==> config.mk <==
export PLATFORM = sky130hd
export DESIGN_NAME = keyframe_bezier_curve_evaluator_core
export DESIGN_NICKNAME = d
export VERILOG_FILES = /design/src/hw/rtl/kbce_pkg.sv /design/src/hw/rtl/keyframe_bezier_curve_evaluator_core.sv /design/src/hw/rtl/kbce_divider.sv
export SDC_FILE = /design/constraint.sdc
export NUM_CORES = 2
export LEC_CHECK = 0
export BUFFER_PORTS_ARGS = -buffer_cell sky130_fd_sc_hd__buf_4
export CORE_ASPECT_RATIO = 1.25
export CORE_MARGIN = 2
export CORE_UTILIZATION = 50
export DETAILED_ROUTE_END_ITERATION = 16
export GPL_ROUTABILITY_DRIVEN = 0
export GPL_TIMING_DRIVEN = 0
export HOLD_SLACK_MARGIN = 0.1
export PLACE_DENSITY = 0.66
export SYNTH_ARGS = -nofsm -noshare
export SYNTH_HDL_FRONTEND = slang
export SYNTH_SLANG_ARGS = --single-unit
==> constraint.sdc <==
create_clock -name clk -period 12.25 [get_ports clk]
set_input_delay 2.45 -clock clk [delete_from_list [all_inputs] [get_ports clk]]
set_output_delay 2.45 -clock clk [all_outputs]
set_load 0.05 [all_outputs]
==> src/hw/rtl/kbce_pkg.sv <==
// Package: shared types, constants and codes of the keyframe Bezier evaluator.
`timescale 1ns / 1ps
`default_nettype none
package kbce_pkg;

  localparam int MaxKeys  = 16;
  localparam int FracBits = 12;
  localparam int IdxW     = $clog2(MaxKeys);
  localparam int CntW     = $clog2(MaxKeys + 1);
  localparam int UW       = FracBits + 1;

  localparam logic [1:0] REQ_ADD    = 2'd0;
  localparam logic [1:0] REQ_REMOVE = 2'd1;
  localparam logic [1:0] REQ_EVAL   = 2'd2;

  localparam logic [2:0] ST_OK     = 3'd0;
  localparam logic [2:0] ST_DUP    = 3'd1;
  localparam logic [2:0] ST_FULL   = 3'd2;
  localparam logic [2:0] ST_BADIDX = 3'd3;
  localparam logic [2:0] ST_NOSEG  = 3'd4;

  typedef struct packed {
    logic [1:0]         req_type;
    logic signed [15:0] time_point;
    logic signed [15:0] key_value;
    logic signed [15:0] out_ctrl_y;
    logic signed [15:0] in_ctrl_y;
    logic [3:0]         remove_index;
  } kbce_in_t;

  typedef struct packed {
    logic [2:0]         status;
    logic [3:0]         key_index;
    logic signed [15:0] curve_value;
  } kbce_out_t;

  typedef enum logic [3:0] {
    S_IDLE, S_SCAN, S_SHIFT, S_DIV, S_MUL, S_DONE
  } kbce_state_t;

endpackage
`default_nettype wire

==> src/hw/rtl/keyframe_bezier_curve_evaluator_core.sv <==
// Top level: key table, scan sequencer, shared multiplier and result register.
//
// Usage: requests enter on in_valid/in_data/in_stall, one result per request
// leaves on out_valid/out_data/out_stall. One request is worked at a time;
// in_stall is high from acceptance until the result is taken.
// Add scans the keys for a duplicate, one key read a cycle, then posts the
// result. Remove shifts the entries above the index down, one a cycle.
// Evaluate scans for the bracketing keys, then runs the divider and 12
// multiplier steps; a match or missing bracket ends after the scan.
// The next request is accepted in the cycle after the result is taken.
// The scan visits one key a cycle through the table read port; the divider
// resolves one quotient bit a cycle; one 26x17 multiplier does every product.
// Reset clears the key count and the sequencer; table contents are not cleared.
// A result held under out_stall keeps the block busy and stalls input.
`timescale 1ns / 1ps
`default_nettype none
module keyframe_bezier_curve_evaluator_core
  import kbce_pkg::*;
(
  input  wire logic      clk,
  input  wire logic      rst_n,
  input  wire logic      in_valid,
  output logic           in_stall,
  input  wire kbce_in_t  in_data,
  output logic           out_valid,
  input  wire logic      out_stall,
  output kbce_out_t      out_data
);
  // Key table: four 16-bit fields per entry.
  logic [63:0] tbl [MaxKeys];
  logic [CntW-1:0] cnt_r, cnt_nxt;
  logic [CntW-1:0] ptr_r, ptr_nxt;

  kbce_state_t st_r, st_nxt;
  kbce_in_t    req_r;
  logic        out_valid_r, out_valid_nxt;
  kbce_out_t   res_r, res_nxt;

  logic            has_lo_r, has_lo_nxt;
  logic [IdxW-1:0] lo_r, lo_nxt, hi_r, hi_nxt;
  logic [63:0]     lo_ent_r, hi_ent_r;

  logic [63:0] rd;
  logic signed [15:0] rt;
  assign rd = tbl[ptr_r[IdxW-1:0]];
  assign rt = rd[63:48];

  // Table write: append or shift down.
  logic            wr_en;
  logic [IdxW-1:0] wr_addr;
  logic [63:0]     wr_data;
  always_ff @(posedge clk) begin
    if (wr_en) tbl[wr_addr] <= wr_data;
  end

  // Divider
  logic        div_start, div_done;
  logic [16:0] div_num, div_den;
  logic [UW-1:0] u_q;
  kbce_divider u_div (
    .clk(clk), .rst_n(rst_n), .start(div_start),
    .num(div_num), .den(div_den), .done(div_done), .quot(u_q)
  );
  logic signed [16:0] tq;
  assign tq      = 17'(signed'(req_r.time_point));
  assign div_num = 17'(tq - 17'(signed'(lo_ent_r[63:48])));
  assign div_den = 17'(17'(signed'(hi_ent_r[63:48])) - 17'(signed'(lo_ent_r[63:48])));

  // Multiply sequence; products are floor(a*b >> FracBits).
  logic signed [UW:0]  u_r, s_r, ss_r, su_r, tmp_r;
  logic signed [UW+2:0] b_r;
  logic signed [35:0]  acc_r, acc_nxt;
  logic [3:0]          mstep_r, mstep_nxt;
  logic signed [25:0]  ma;
  logic signed [16:0]  mb;
  logic signed [42:0]  mp;
  logic signed [30:0]  mq;
  assign mp = ma * mb;
  assign mq = 31'(mp >>> FracBits);

  always_comb begin
    ma = '0; mb = '0;
    unique case (mstep_r)
      4'd0:  begin ma = 26'(s_r);  mb = 17'(s_r); end
      4'd1:  begin ma = 26'(s_r);  mb = 17'(u_r); end
      4'd2:  begin ma = 26'(ss_r); mb = 17'(s_r); end
      4'd3:  begin ma = 26'(b_r);  mb = 17'(signed'(lo_ent_r[47:32])); end
      4'd4:  begin ma = 26'(ss_r); mb = 17'(u_r); end
      4'd5:  begin ma = 26'(b_r);  mb = 17'(signed'(lo_ent_r[31:16])); end
      4'd6:  begin ma = 26'(su_r); mb = 17'(u_r); end
      4'd7:  begin ma = 26'(b_r);  mb = 17'(signed'(hi_ent_r[15:0])); end
      4'd8:  begin ma = 26'(u_r);  mb = 17'(u_r); end
      4'd9:  begin ma = 26'(tmp_r); mb = 17'(u_r); end
      4'd10: begin ma = 26'(b_r);  mb = 17'(signed'(hi_ent_r[47:32])); end
      default: begin ma = '0; mb = '0; end
    endcase
  end

  always_ff @(posedge clk) begin
    if (st_r == S_DIV && div_done) begin
      u_r <= (UW+1)'(u_q);
      s_r <= (UW+1)'(1 << FracBits) - (UW+1)'(u_q);
    end
    if (st_r == S_MUL) begin
      unique case (mstep_r)
        4'd0: ss_r <= (UW+1)'(mq);
        4'd1: su_r <= (UW+1)'(mq);
        4'd2: b_r  <= (UW+3)'(mq);
        4'd4: b_r  <= (UW+3)'(mq * 3);
        4'd6: b_r  <= (UW+3)'(mq * 3);
        4'd8: tmp_r <= (UW+1)'(mq);
        4'd9: b_r  <= (UW+3)'(mq);
        default: ;
      endcase
    end
  end

  // Result saturation.
  logic signed [15:0] sat_y;
  always_comb begin
    if (acc_r > 36'sd32767)       sat_y = 16'sh7fff;
    else if (acc_r < -36'sd32768) sat_y = 16'sh8000;
    else                          sat_y = 16'(acc_r);
  end

  // Sequencer
  always_comb begin
    st_nxt = st_r; cnt_nxt = cnt_r; ptr_nxt = ptr_r;
    out_valid_nxt = out_valid_r && out_stall;
    res_nxt = res_r;
    has_lo_nxt = has_lo_r; lo_nxt = lo_r; hi_nxt = hi_r;
    wr_en = 1'b0; wr_addr = ptr_r[IdxW-1:0]; wr_data = rd;
    mstep_nxt = mstep_r; acc_nxt = acc_r;
    unique case (st_r)
      S_IDLE: begin
        if (in_valid && !out_valid_r) begin
          ptr_nxt = '0; has_lo_nxt = 1'b0; mstep_nxt = '0; acc_nxt = '0;
          res_nxt = '0;
          case (in_data.req_type)
            REQ_ADD, REQ_EVAL: st_nxt = S_SCAN;
            REQ_REMOVE: begin
              if (CntW'(in_data.remove_index) >= cnt_r) begin
                res_nxt.status = ST_BADIDX; st_nxt = S_DONE;
              end else begin
                ptr_nxt = CntW'(in_data.remove_index) + 1'b1; st_nxt = S_SHIFT;
              end
            end
            default: begin res_nxt.status = ST_BADIDX; st_nxt = S_DONE; end
          endcase
        end
      end
      S_SCAN: begin
        if (ptr_r >= cnt_r) begin
          if (req_r.req_type == REQ_ADD) begin
            if (cnt_r == CntW'(MaxKeys)) res_nxt.status = ST_FULL;
            else begin
              wr_en = 1'b1; wr_addr = cnt_r[IdxW-1:0];
              wr_data = {req_r.time_point, req_r.key_value,
                         req_r.out_ctrl_y, req_r.in_ctrl_y};
              res_nxt.key_index = 4'(cnt_r);
              cnt_nxt = cnt_r + 1'b1;
            end
            st_nxt = S_DONE;
          end else begin
            res_nxt.status = ST_NOSEG;
            res_nxt.curve_value = 16'(-(1 << FracBits));
            st_nxt = S_DONE;
          end
        end else if (rt == req_r.time_point) begin
          if (req_r.req_type == REQ_ADD) res_nxt.status = ST_DUP;
          else res_nxt.curve_value = rd[47:32];
          st_nxt = S_DONE;
        end else begin
          ptr_nxt = ptr_r + 1'b1;
          if (req_r.req_type == REQ_EVAL) begin
            if (rt < req_r.time_point) begin
              has_lo_nxt = 1'b1; lo_nxt = ptr_r[IdxW-1:0];
            end else if (!has_lo_r) begin
              res_nxt.status = ST_NOSEG;
              res_nxt.curve_value = 16'(-(1 << FracBits));
              st_nxt = S_DONE;
            end else begin
              hi_nxt = ptr_r[IdxW-1:0];
              st_nxt = S_DIV;
            end
          end
        end
      end
      S_SHIFT: begin
        if (ptr_r >= cnt_r) begin
          cnt_nxt = cnt_r - 1'b1; st_nxt = S_DONE;
        end else begin
          wr_en = 1'b1; wr_addr = IdxW'(ptr_r - 1'b1); wr_data = rd;
          ptr_nxt = ptr_r + 1'b1;
        end
      end
      S_DIV: begin
        if (div_done) st_nxt = S_MUL;
      end
      S_MUL: begin
        mstep_nxt = mstep_r + 1'b1;
        if (mstep_r == 4'd3 || mstep_r == 4'd5 || mstep_r == 4'd7 ||
            mstep_r == 4'd10)
          acc_nxt = acc_r + 36'(mq);
        if (mstep_r == 4'd11) begin
          res_nxt.curve_value = sat_y; st_nxt = S_DONE;
        end
      end
      S_DONE: begin
        if (!out_valid_r) begin
          out_valid_nxt = 1'b1; st_nxt = S_IDLE;
        end
      end
      default: st_nxt = S_IDLE;
    endcase
  end

  // Divider kick is registered; it rises on the edge that latches the bracketing keys.
  logic div_go_r;
  always_ff @(posedge clk) begin
    if (!rst_n) div_go_r <= 1'b0;
    else        div_go_r <= (st_r == S_SCAN) && (st_nxt == S_DIV);
  end
  logic kick;
  assign kick      = div_go_r;
  assign div_start = kick;

  always_ff @(posedge clk) begin
    if (!rst_n) begin
      st_r <= S_IDLE; cnt_r <= '0; out_valid_r <= 1'b0;
    end else begin
      st_r <= st_nxt; cnt_r <= cnt_nxt; out_valid_r <= out_valid_nxt;
    end
  end

  always_ff @(posedge clk) begin
    ptr_r <= ptr_nxt; res_r <= res_nxt; has_lo_r <= has_lo_nxt;
    lo_r <= lo_nxt; hi_r <= hi_nxt; mstep_r <= mstep_nxt; acc_r <= acc_nxt;
    if (in_valid && !in_stall) req_r <= in_data;
    if (st_r == S_SCAN && st_nxt == S_DIV) begin
      lo_ent_r <= tbl[lo_nxt];
      hi_ent_r <= rd;
    end
  end

  assign in_stall  = (st_r != S_IDLE) || out_valid_r;
  assign out_valid = out_valid_r;
  assign out_data  = res_r;

  // Never hold more keys than the table.
  a_cnt: assert property (@(posedge clk) disable iff (!rst_n)
    cnt_r <= CntW'(MaxKeys)) else $error("key count overflow");
  // Multiply only with a lower key in hand.
  a_busy: assert property (@(posedge clk) disable iff (!rst_n)
    (st_r == S_MUL) |-> has_lo_r) else $error("multiply without lower key");
  // Count changes only on the cycle that completes add or remove.
  a_cnt_chg: assert property (@(posedge clk) disable iff (!rst_n)
    (cnt_r != $past(cnt_r)) |-> (st_r == S_DONE)) else $error("count changed mid-request");
  // Kick the divider only in the divide state.
  a_div_kick: assert property (@(posedge clk) disable iff (!rst_n)
    kick |-> st_r == S_DIV) else $error("divider kicked outside divide state");
  // Result stays while stalled.
  a_hold: assert property (@(posedge clk) disable iff (!rst_n)
    (out_valid_r && out_stall) |=> (out_valid_r && $stable(res_r)))
    else $error("result changed under stall");
endmodule
`default_nettype wire

==> src/hw/rtl/kbce_divider.sv <==
// Restoring divider: one quotient bit per cycle, quotient below one in Q format.
`timescale 1ns / 1ps
`default_nettype none
module kbce_divider
  import kbce_pkg::*;
(
  input  wire logic        clk,
  input  wire logic        rst_n,
  input  wire logic        start,
  input  wire logic [16:0] num,
  input  wire logic [16:0] den,
  output logic             done,
  output logic [UW-1:0]    quot
);
  localparam int StepW = $clog2(FracBits + 1);

  logic [16:0]      rem_r, rem_nxt;
  logic [16:0]      den_r;
  logic [UW-1:0]    quot_r, quot_nxt;
  logic [StepW-1:0] step_r;
  logic             busy_r;
  logic [17:0]      trial;

  // Shift remainder, try subtract.
  always_comb begin
    trial    = {rem_r, 1'b0};
    rem_nxt  = trial[16:0];
    quot_nxt = {quot_r[UW-2:0], 1'b0};
    if (trial >= {1'b0, den_r}) begin
      rem_nxt  = 17'(trial - {1'b0, den_r});
      quot_nxt[0] = 1'b1;
    end
  end

  always_ff @(posedge clk) begin
    if (!rst_n) begin
      busy_r <= 1'b0;
      step_r <= '0;
    end else if (start) begin
      busy_r <= 1'b1;
      step_r <= '0;
    end else if (busy_r) begin
      step_r <= step_r + 1'b1;
      if (step_r == StepW'(FracBits - 1)) busy_r <= 1'b0;
    end
  end

  always_ff @(posedge clk) begin
    if (start) begin
      rem_r  <= num;
      den_r  <= den;
      quot_r <= '0;
    end else if (busy_r) begin
      rem_r  <= rem_nxt;
      quot_r <= quot_nxt;
    end
  end

  assign done = busy_r && (step_r == StepW'(FracBits - 1));
  assign quot = quot_nxt;
endmodule
`default_nettype wire

-- Word level (Yosys, flattened, before mapping)
Memory sizes are Yosys's and may differ from the RTL's. A register that Yosys moved wholly into a read port is not among the register bits.
Cells that the tools add are included.
- input bits: 74
- memory bits (writable): 1024
- memories: 1
- bits in registers: 350
- word-level logic and storage cells: 234
- multipliers: 2
- $lt $le $gt $ge: 6
- bitwise gates (word level): 1
- equal/unequal tests: 42
- reduce and logical (&&, ||, !) cells: 45
- add/subtract/negate cells: 12
- mux-type cells: 96
- memories (memory ; words ; width ; read ports ; clocked after memory_dff ; write ports ; line ; text):
    tbl ; 16 ; 64 ; 2 ; 2 ; 1 ; keyframe_bezier_curve_evaluator_core.sv:30 ; logic [63:0] tbl [MaxKeys];
- operators with widths (kind ; number):
    $mux W64 ; 4
    $mux W16 ; 10
    $pmux W26 S6 ; 1
    $pmux W17 S6 ; 1
    $mux W4 ; 23
    $mux W36 ; 2
    $pmux W36 S2 ; 1
    $mux W17 ; 3
    $mux W5 ; 10
    $pmux W16 S3 ; 1
    $mul A26 B17 Y43 ; 1
    $add A36 B31 Y36 ; 1
    $gt A36 B16 Y1 const B ; 1
    $lt A36 B16 Y1 const B ; 1
    $sub A16 B16 Y17 ; 2
    $pmux W16 S2 ; 1
    $mul A31 B3 Y16 const B ; 1
    $mux W3 ; 10
    $eq A4 B3 Y1 const B ; 6
    $pmux W4 S6 ; 1
    $mux W23 ; 1
    $eq A4 B2 Y1 const B ; 5
    $eq A4 B4 Y1 const B ; 5
    $ne A2 B2 Y1 const B ; 10
    46 further kinds ; 102

-- Longest topological paths before layout
- depth after elaboration: 8
- depth in mapped cells: 47
- gate-level depth less buffers: 45

-- Modules after synthesis
Synthesis repeated with hierarchy kept, for this count alone.
- cells, all modules: 5955
- area total of the unflattened synthesis: 80318.3 sq um
- by module, submodules not included (module ; seq. area each (sq um) ; times used ; cells each ; area an instance (sq um)):
    keyframe_bezier_curve_evaluator_core ; 40588.9 ; 1 ; 5667 ; 77334.2
    kbce_divider ; 1361.3 ; 1 ; 288 ; 2984.1

-- Worst setup path after synthesis
No wires, ideal clock.
- path type: register to register
- start: reg mstep_r[3]
- end: reg acc_r[34], data pin
- cell stages (with the launch flop): 39
- setup slack: 2.073 ns
- clock period less this slack: 10.177 ns
- arrival time: 9.912 ns
- path through: edfxtp_1 buf_4 clkbuf_1 and3_1 clkbuf_1 or2_2 clkbuf_1 clkbuf_1 a221oi_1 nor2_1 fa_1 inv_1 fa_1 fa_1 inv_1 fa_1 fa_1 fa_1 (+3 left out) a21oi_1 nand2b_1 o21ai_0 a21oi_1 or3_1 a22oi_1 ha_1 o21a_1 o2111ai_1 o32ai_1 nor4b_1 or4_1 nand3_1 a31oi_1 and2_1 o41ai_1 xor2_1 nor2_1
- cells in the longest elaborated chain, start to end: 7
- ends and longest elaborated chain (element ; line ; text):
    from (decl) ; keyframe_bezier_curve_evaluator_core.sv:73 ; logic [3:0] mstep_r, mstep_nxt;
    from (signal assigned) ; keyframe_bezier_curve_evaluator_core.sv:238 ; lo_r <= lo_nxt; hi_r <= hi_nxt; mstep_r <= mstep_nxt; acc_r <= acc_nxt;
    $eq A4 B4 Y1, or another cell as far along ; keyframe_bezier_curve_evaluator_core.sv:83 ; unique case (mstep_r)
    $reduce_or A5 Y1 (no source line), or another cell as far along ; -- ;
    $pmux W17 S6 or $pmux W26 S6 (tied branches) ; keyframe_bezier_curve_evaluator_core.sv:83 ;
    $mul A26 B17 Y43 * ; keyframe_bezier_curve_evaluator_core.sv:78 ; assign mp = ma * mb;
    named net mp[22] ; keyframe_bezier_curve_evaluator_core.sv:76 ; logic signed [42:0] mp;
    $add A36 B31 Y36 * ; keyframe_bezier_curve_evaluator_core.sv:204 ; acc_nxt = acc_r + 36'(mq);
    $mux W36 * ; keyframe_bezier_curve_evaluator_core.sv:202 ; if (mstep_r == 4'd3 || mstep_r == 4'd5 || mstep_r == 4'd7 ||
    $pmux W36 S2 * ; keyframe_bezier_curve_evaluator_core.sv:134 ; unique case (st_r)
    to (signal assigned) ; keyframe_bezier_curve_evaluator_core.sv:238 ;
    to (decl) ; keyframe_bezier_curve_evaluator_core.sv:72 ; logic signed [35:0] acc_r, acc_nxt;
The timed path passes the listed nets; every way through them passes the cells marked *. The select of a mux whose other input is x is not followed.
A chain may end at the register's enable or synchronous reset.

-- Final worst setup path
- start: reg mstep_r[0]
- end: reg acc_r[34], data pin
Same word-level chain as after synthesis.

==> run summary <==
status: finished clean
fmax: 84.8 MHz
Initial Utilization: 50.3%
Synth Net Count: 5738
GRT Resource Usage Total: 29.7%
post-synthesis area per instance: 14.7 um^2
H-tree level count: 4
synth unique cells: 78
endpoints failing setup: 0
drt pass-1 iters: 12
Worst Tran Pin Value: 1.49 ns
largest net degree at the start of global routing: 56
WP buf/inv: 5
Final Skew: 0.0274 ns
most common library cell in the layout ignoring fill and taps: edfxtp_1
Ports: 99
final max-slew violation count: 0
Chip Height: 439 um
Area Growth Syn to Fin: 12.7%
Via-to-Cell Ratio: 6.34
CP startpoint: mstep_r[0]
post-route ant nets: 0
reg-to-reg startpoint: mstep_r[0]
global-route wire length before repair: 327 mm
WL/cell: 30.3 um
# port buffers: 98
Cell Area, Synth: 0.0755 mm^2
hold crit path type: reg -> reg
CTS Buf Count: 134
share of cells above drive strength 1: 16.6%
Worst setup EP type: register
CTS tree: done
Clock Tree Root: clkbuf_16
CTS sink count: 1409
Die ar.: 0.154 mm^2
Yosys warnings: 0
vias in the first global route: 49.0k
Final Core Density: 56.7%
Synth Flop Type: edfxtp_1
sequential cell area fraction in the yosys report: 55.5%
Yosys reg bits: 1409
asr flop ratio synth: 0%
crit-path max FO: 10
final-stage net count: 6050
Post-Synthesis Cells: 5128
post-detail-place hpwl: 162 mm
clock-pin slew on the worst setup and hold paths: 0.06 ns
DRC: 0
most frequent CP cell: fa_1
drt total wl: 229 mm
total of max-cap violations: 0
required time worst endpoint: 12.76 ns
part of the cycle the worst path needs: 96.3%
Post-synth EDFFs: 1373
initial antenna violation count: 5
Starting DRT DRC Count: 5594
Worst slew margin: 0.497%
Max clock buf depth: 3
Crit Path Class: reg -> reg
Vias: 48.0k
worst hold start: u_div.step_r[1]
RSZ-0062 raised after global routing: false
most frequent cells in the layout: 1373 x edfxtp_1, 419 x inv_1, 409 x mux2i_1, 341 x nor2_1, 320 x mux4_2
slowest stage delay, CP: 1.00 ns
# rows: 159
final critical-path required period: 11.80 ns
critical path arrival: 12.30 ns
Core Area: 0.150 mm^2
GR Overflow Total: 0
Final Hold Viols: 0
Slowest-stage cell, CP: a221oi_1
CP top delay family: adder cells
clock latency at the later pin of the worst-skew pair: 0.80 ns
die width: 352 um
CP startpoint kind: register
r2r setup slk: 0.45 ns
-- worst register-to-register path, delay by kind of cell (launching register included) --
kind,cells,cell delay (ns)
adder cells (fa/ha/maj),9,3.96
AO/OA/AOI/OAI,10,2.92
AND/OR/NAND/NOR,9,1.66
buffers and inverters,5,1.47
XOR/XNOR,2,1.04
flip-flops,1,0.46
-- state kept, by name (all words and copies together) (netlist names), 16 cells and up, named ones only --
signal,flops
acc_r,36
req_r,66
hi_ent_r,48
lo_ent_r,48
u_div.rem_r,17
b_r,16
tbl,1024
out_data,23
u_div.den_r,17
-- synth_stat cells (9+ instances only) --
| master | instances | share of area, % |
|---|---|---|
| a211oi_1 | 27 | 0.27 |
| a21boi_0 | 15 | 0.15 |
| a21o_1 | 67 | 0.67 |
| a21oi_1 | 103 | 0.68 |
| a221o_1 | 16 | 0.21 |
| a221oi_1 | 22 | 0.26 |
| a222oi_1 | 11 | 0.15 |
| a22oi_1 | 41 | 0.41 |
| a31oi_1 | 17 | 0.14 |
| and2_1 | 19 | 0.16 |
| and3_1 | 19 | 0.16 |
| buf_1 | 42 | 0.21 |
| buf_2 | 54 | 0.36 |
| clkbuf_1 | 144 | 0.72 |
| dfxtp_1 | 36 | 0.95 |
| edfxtp_1 | 1373 | 55 |
| fa_1 | 302 | 8.0 |
| ha_1 | 234 | 3.9 |
| inv_1 | 420 | 2.1 |
| mux2_2 | 74 | 1.1 |
| mux2i_1 | 409 | 5.4 |
| mux4_2 | 320 | 9.5 |
| nand2_1 | 225 | 1.1 |
| nand2b_1 | 29 | 0.24 |
| nand3_1 | 41 | 0.27 |
| nand3b_1 | 9 | 0.089 |
| nand4_1 | 21 | 0.17 |
| nor2_1 | 359 | 1.8 |
| nor2b_1 | 22 | 0.18 |
| nor3_1 | 42 | 0.28 |
| nor4_1 | 15 | 0.12 |
| o21a_1 | 17 | 0.17 |
| o21ai_0 | 91 | 0.60 |
| o21bai_1 | 11 | 0.11 |
| o22ai_1 | 200 | 1.7 |
| or2_2 | 17 | 0.14 |
| or3_1 | 11 | 0.091 |
| or4_1 | 50 | 0.50 |
| xnor2_1 | 79 | 0.92 |
| xor2_1 | 35 | 0.41 |
-- final timing paths --
| kind | to | cells after the start |
|---|---|---|
| setup / recovery | acc_r[34] | 35 |
| hold / removal | u_div.step_r[1] | 2 |
| setup reg to reg | acc_r[34] | 35 |
| hold reg to reg | u_div.step_r[1] | 2 |
-- logic make-up (layout without fill, tap and decap cells) --
group                    after synthesis  count (layout)  share of synthesized area [%]
AO/OA/AOI/OAI                        699             699                           6.18
multiplexers                         803             803                           16.1
flip-flops                          1409            1409                           55.5
AND/OR/NAND/NOR                      897             897                           5.51
XOR/XNOR                             116             116                           1.38
buffers and inverters                667            1089                           3.43
adder cells (fa/ha/maj)              536             536                           11.9
other                                  1               7                        0.00497
-- through the flow --
step	cell area [um^2]	instances	hold slack, ns	worst slack, ns	setup TNS (ns)
3_3_place_gp	78800	7238	0.491	-0.871	-83.93
4_1_cts	84900	7553	0.532	0.0114	0
3_5_place_dp	80400	7307	0.508	-0.593	-2.80
5_1_grt	85100	7562	0.553	0.00462	0
6_report	85100	7568	0.532	0.455	0
2_1_floorplan	75500	5128	0.471	2.07	0
-- area by class of cell --
type	instances	area (um^2)
fill	11765	65100
sequential	1409	42000
multi-input combinational	3052	31400
clock buffer	162	3470
tap	2012	2520
timing repair buffer	176	2200
inverter	422	1590
buffer	245	1030
clock inverter	84	993
antenna	6	15.0
-- timing repair --
| action | in CTS | in global routing |
|---|---|---|
| gates resized for setup | 15 | 47 |
| setup buffers | 0 | 9 |
| pin swaps | 0 | 2 |
| endpoints found under the hold margin | 0 | 0 |
| setup endpoints to repair | 7 | 12 |
| hold buffers | 0 | 0 |
-- metal layers --
metal / track usage, % / vias up / part of all wire, %
met4: 16.7 / 2 / 6.4
met1: 35.9 / 24364 / 35
li1: - / 20184 / -
met2: 49.9 / 2764 / 49
met5: 0 / - / 0.0035
met3: 5.93 / 681 / 9.2
Power is left out: the tool's default activity adds up to more than one toggle a clock period on the data nets, which glitch-free logic cannot reach.
